<file path="src/design/hic_pkg.sv">
`timescale 1ns / 1ps
// ----------------------------------------------------------------------------
// Homography inlier classifier package
// Shared constants and the register index type of the classifier.
// ----------------------------------------------------------------------------
package hic_pkg;

  // Width of a signed projected coordinate in Q.4, saturated to -2^30 .. 2^30-1.
  localparam int QUO_BITS = 31;
  // Width of one packed coefficient row register.
  localparam int ROW_W = 63;
  // Width of the threshold and of the squared error.
  localparam int ERR_W = 32;
  // Configuration port.
  localparam int APB_DW = 64;
  localparam int APB_AW = 6;

  typedef enum logic [2:0] {
    REG_H_ROW0    = 3'd0,
    REG_H_ROW1    = 3'd1,
    REG_H_ROW2    = 3'd2,
    REG_INV_ROW0  = 3'd3,
    REG_INV_ROW1  = 3'd4,
    REG_INV_ROW2  = 3'd5,
    REG_THRESHOLD = 3'd6
  } reg_idx_t;

endpackage

</file>
<file path="src/design/hic_divider.sv">
`timescale 1ns / 1ps
// ----------------------------------------------------------------------------
// Pipelined projection divider
// Signed (num * 16) / den, truncated toward zero, saturated to 31 bits.
// One quotient bit is resolved in each g_step register stage.
// ----------------------------------------------------------------------------
module hic_divider
  import hic_pkg::*;
#(
  parameter int NW = 36
) (
  input  logic                       clk,
  input  logic                       en,
  input  logic signed [NW-1:0]       num,
  input  logic signed [NW-1:0]       den,
  output logic signed [QUO_BITS-1:0] quo
);

  localparam int NMW = NW + 4;
  localparam int CW  = NW + QUO_BITS + 5;

  logic [NMW-1:0]      rem  [0:QUO_BITS];
  logic [NW-1:0]       dmag [0:QUO_BITS];
  logic [QUO_BITS-1:0] qacc [0:QUO_BITS];
  logic                neg  [0:QUO_BITS];
  logic                ovf  [0:QUO_BITS];

  logic [NW-1:0]  num_abs;
  logic [NW-1:0]  den_abs;
  logic [NMW-1:0] num_sh;

  assign num_abs = num[NW-1] ? NW'(-num) : NW'(num);
  assign den_abs = den[NW-1] ? NW'(-den) : NW'(den);
  assign num_sh  = {num_abs, 4'b0000};

  // The quotient overflows 31 bits when |num*16| >= |den| * 2^31.
  always_ff @(posedge clk) begin
    if (en) begin
      rem[0]  <= num_sh;
      dmag[0] <= den_abs;
      qacc[0] <= '0;
      neg[0]  <= num[NW-1] ^ den[NW-1];
      ovf[0]  <= CW'(num_sh) >= (CW'(den_abs) << QUO_BITS);
    end
  end

  for (genvar s = 0; s < QUO_BITS; s++) begin : g_step
    localparam int BIT = QUO_BITS - 1 - s;
    logic [CW:0] trial;
    assign trial = (CW + 1)'(rem[s]) - ((CW + 1)'(dmag[s]) << BIT);
    always_ff @(posedge clk) begin
      if (en) begin
        rem[s+1]  <= trial[CW] ? rem[s] : trial[NMW-1:0];
        qacc[s+1] <= qacc[s] | (trial[CW] ? '0 : (QUO_BITS'(1) << BIT));
        dmag[s+1] <= dmag[s];
        neg[s+1]  <= neg[s];
        ovf[s+1]  <= ovf[s];
      end
    end
  end

  logic [QUO_BITS-1:0] mag;
  assign mag = qacc[QUO_BITS];

  always_ff @(posedge clk) begin
    if (en) begin
      if (ovf[QUO_BITS] || mag[QUO_BITS-1]) begin
        quo <= neg[QUO_BITS] ? {1'b1, {(QUO_BITS-1){1'b0}}} : {1'b0, {(QUO_BITS-1){1'b1}}};
      end else begin
        quo <= neg[QUO_BITS] ? QUO_BITS'(-mag) : mag;
      end
    end
  end

endmodule

</file>
<file path="config.mk">
export PLATFORM = sky130hd
export DESIGN_NAME = hic_divider
export DESIGN_NICKNAME = d
export VERILOG_FILES = /design/src/design/hic_pkg.sv /design/src/design/hic_divider.sv
export SDC_FILE = /design/constraint.sdc
export NUM_CORES = 2
export LEC_CHECK = 0
export ABC_CLOCK_PERIOD_IN_PS = 6500
export BUFFER_PORTS_ARGS = -buffer_cell sky130_fd_sc_hd__buf_4
export CAP_MARGIN = 25
export CORE_ASPECT_RATIO = 0.75
export CORE_MARGIN = 5
export CORE_UTILIZATION = 55
export DETAILED_ROUTE_END_ITERATION = 6
export GPL_TIMING_DRIVEN = 0
export HOLD_SLACK_MARGIN = 0.12
export PLACE_DENSITY = 0.71
export RECOVER_POWER = 25
export SLEW_MARGIN = 0
export SYNTH_ARGS = -nofsm -noshare
export SYNTH_HDL_FRONTEND = slang
export SYNTH_SLANG_ARGS = --single-unit
</file>
<file path="constraint.sdc">
create_clock -name clk -period 6.5 [get_ports clk]
set_input_delay 1.3 -clock clk [delete_from_list [all_inputs] [get_ports clk]]
set_output_delay 1.3 -clock clk [all_outputs]
set_load 0.01 [all_outputs]
</file>
==> impl_metrics.env <==
export IMPL_run_status="complete, no violations"
export IMPL_cp_num_buf_inv=2
export IMPL_synthesis_yosys_warnings=0
export IMPL_die_height_um=435
export IMPL_ys_seq_area_share_pct=64.2
export IMPL_syn_mean_instance_area_um2=13.4
export IMPL_pre_cts_slack_ns=-1.63
export IMPL_critPathCaptureType="register"
export IMPL_setup_worst_path_class="primary input to register"
export IMPL_cap_violations=0
export IMPL_cp_slowest_cell="or4_1"
export IMPL_first_pass_iters=6
export IMPL_grt_use_total_pct=20.4
export IMPL_drc_errors=0
export IMPL_nets=11200
export IMPL_finalWeightedCongestion=0.942
export IMPL_port_buffers=103
export IMPL_grt_overflow=0
export IMPL_synth_area_um2=132000
export IMPL_cts_buffers=284
export IMPL_hold_start="qacc[1][243]"
export IMPL_die_area_um2=250000
export IMPL_placementRows=155
export IMPL_reg2regPathDepth=15
export IMPL_synth_edff_count=2829
export IMPL_worstPathMaxFanout=7
export IMPL_synthCells=9894
export IMPL_hold_class="register to register"
export IMPL_fin_crit_sh_pct=98.2
export IMPL_power_density_nw_per_um2=305
export IMPL_ys_ff_latch=2829
export IMPL_ant_nets=0
export IMPL_mostFrequentLayoutCells="2829 x edfxtp_1, 949 x inv_1, 773 x ha_1"
export IMPL_crit_path_start_kind="primary input"
export IMPL_worstPathRequired_ns=7.17
export IMPL_grt_pass1_vias=77500
export IMPL_cts_root_buffer="clkbuf_16"
export IMPL_cp_top_family="simple AND/OR/NAND/NOR gates"
export IMPL_viasPerCell=5.72
export IMPL_setup_slack_ns=0.116
export IMPL_placed_cell_area_um2=138000
export IMPL_post_route_min_period_ns=6.38
export IMPL_h_tree_depth=5
export IMPL_r2r_start="rem[24][6]"
export IMPL_ios=105
export IMPL_slowest_delay_ns=0.55
export IMPL_drive_gt1_share_pct=8.87
export IMPL_power_mw=44.7
export IMPL_p_leak_nw=57.3
export IMPL_area_delta_synth_final_pct=10.8
export IMPL_drt_iter0_drc=6639
export IMPL_cpMostUsedCell="or4_4"
export IMPL_core_area_um2=239000
export IMPL_insertion_delay_ns=0.85
export IMPL_clk_pin_slew_ns=0.06
export IMPL_avgRoutedWirePerCell_um=19.0
export IMPL_crit_chain="buf_4, or4_1, or3_4, or4_4, or3_4, or4_4, or4_4, o41ai_4, xnor2_2, ha_4, nand4_1, nor4_4, buf_6, and4b_1, o2111ai_4, nor4_4, nand3_2, a31oi_1"
export IMPL_arrival_ns=7.05
export IMPL_worstSetupStartpoint="num[6]"
export IMPL_die_width_um=576
export IMPL_crit_cells=18
export IMPL_final_area_um2=146000
export IMPL_layout_commonest_cell="edfxtp_1"
export IMPL_vias=78200
export IMPL_clock_sinks=2829
export IMPL_synthFlopType="edfxtp_1"
export IMPL_fmax_mhz=157
export IMPL_hold_viol=0
export IMPL_cts_buffer_depth=4
export IMPL_worst_pin_slew_ns=1.15
export IMPL_grt_pass1_wl_mm=411
export IMPL_finClkSkew_ns=0.0494
export IMPL_slew_headroom_pct=23.4
export IMPL_antenna_found_initial=6
export IMPL_slew_viol_final=0
export IMPL_synth_net_count=10800
export IMPL_min_path_cells=0
export IMPL_hpwl_mm=188
export IMPL_peakVddDrop_mv=0.219
export IMPL_setup_violations=0
export IMPL_async_flop_share_pct=0
export IMPL_grt_max_degree=198
export IMPL_drt_total_wl_mm=260
export IMPL_yosysUniqueCellTypes=89
export IMPL_start_util_pct=55.4
export IMPL_cts_tree="built"
state kept, by name, indices dropped and copies added (netlist names):
name,cells
quo,31
neg,32
qacc,496
rem,1122
dmag,1116
ovf,32
power breakdown:
| part | leakage [nW] | internal (mW) | total, mW | switching [mW] |
|---|---|---|---|---|
| Sequential | 27.7 | 21.8 | 22.5 | 0.716 |
| Clock | 4.25 | 8.87 | 15.6 | 6.68 |
| Combinational | 25.3 | 2.77 | 6.60 | 3.83 |
cell families after synthesis:
logic type	after synthesis	synth area share, %
flops	2829	64.2
compound gates	2198	10.4
simple gates	1993	7.33
buf+inv	1096	3.12
fa+ha+maj	804	7.78
xor+xnor	619	4.10
mux	355	2.98
routing by layer:
metal | vias up | global-route usage, % | routed length [um]
li1 | 37700 | - | -
met5 | - | 0 | 0
met3 | 593 | 3.75 | 16800
met2 | 2390 | 31.7 | 115000
met1 | 37600 | 28.4 | 116000
met4 | 0 | 8.92 | 11600
layout make-up:
type | count | area [um2]
Antenna cell | 2 | 5.00
Clock inverter | 143 | 1200
Inverter | 950 | 3570
Sequential cell | 2829 | 85000
Tap cell | 3140 | 3930
Buffer | 145 | 549
Multi-Input combinational cell | 5969 | 43300
Clock buffer | 349 | 7540
Fill cell | 17700 | 92100
Timing Repair Buffer | 139 | 1390
Yosys cell counts, types with 13 or more instances:
cell type / count / area share (%)
xor2_1: 231 / 1.5
and3_1: 46 / 0.22
a41oi_1: 13 / 0.086
a21boi_0: 40 / 0.23
a211o_1: 28 / 0.19
o22ai_1: 19 / 0.090
a21o_1: 254 / 1.4
o211ai_1: 37 / 0.21
a21oi_1: 546 / 2.1
nand2_1: 607 / 1.7
o2111ai_1: 16 / 0.11
nor2_1: 476 / 1.4
nor3_1: 113 / 0.43
o21ai_0: 666 / 2.5
edfxtp_1: 2829 / 64
o21a_1: 114 / 0.65
nand3_1: 90 / 0.34
o21bai_1: 42 / 0.24
a31o_2: 20 / 0.13
clkbuf_1: 129 / 0.37
nand2b_1: 143 / 0.68
mux2i_1: 41 / 0.31
buf_1: 13 / 0.037
or2_2: 38 / 0.18
or3_1: 48 / 0.23
nor4_1: 102 / 0.48
xnor2_1: 388 / 2.6
mux2_2: 314 / 2.7
a211oi_1: 66 / 0.37
o41ai_1: 22 / 0.15
ha_1: 774 / 7.3
nor2b_1: 145 / 0.69
nand4_1: 47 / 0.22
or4_1: 38 / 0.22
a2111oi_0: 13 / 0.086
inv_1: 949 / 2.7
a31oi_1: 62 / 0.29
and2_1: 39 / 0.18
fa_1: 30 / 0.45
o31ai_1: 87 / 0.49
o31a_1: 31 / 0.21
worst paths after layout:
kind                  to  slack (ns)
max            ovf[0][0]        0.12
min          qacc[2][26]        0.40
max reg2reg  rem[25][36]        0.86
min reg2reg  qacc[2][26]        0.40
repair_timing:
item / 4_1_cts / 5_1_grt
hold buffers: 0 / 0
buffers inserted: 0 / 1
resized for setup: 12 / 10
endpoints found under the setup margin: 1 / 1
pin swaps: 2 / 6
through the flow:
stage	hold slack, ns	util [%]	cells	setup TNS, ns
2_1_floorplan	0.400	-	9894	0
3_3_place_gp	0.401	57.4	13100	-
3_5_place_dp	0.405	57.7	13200	-1.63
4_1_cts	0.400	61.4	13700	0
5_1_grt	0.408	61.4	13700	-0.0148
6_report	0.400	61.4	13700	0
Power figures use the tool's default switching activity.
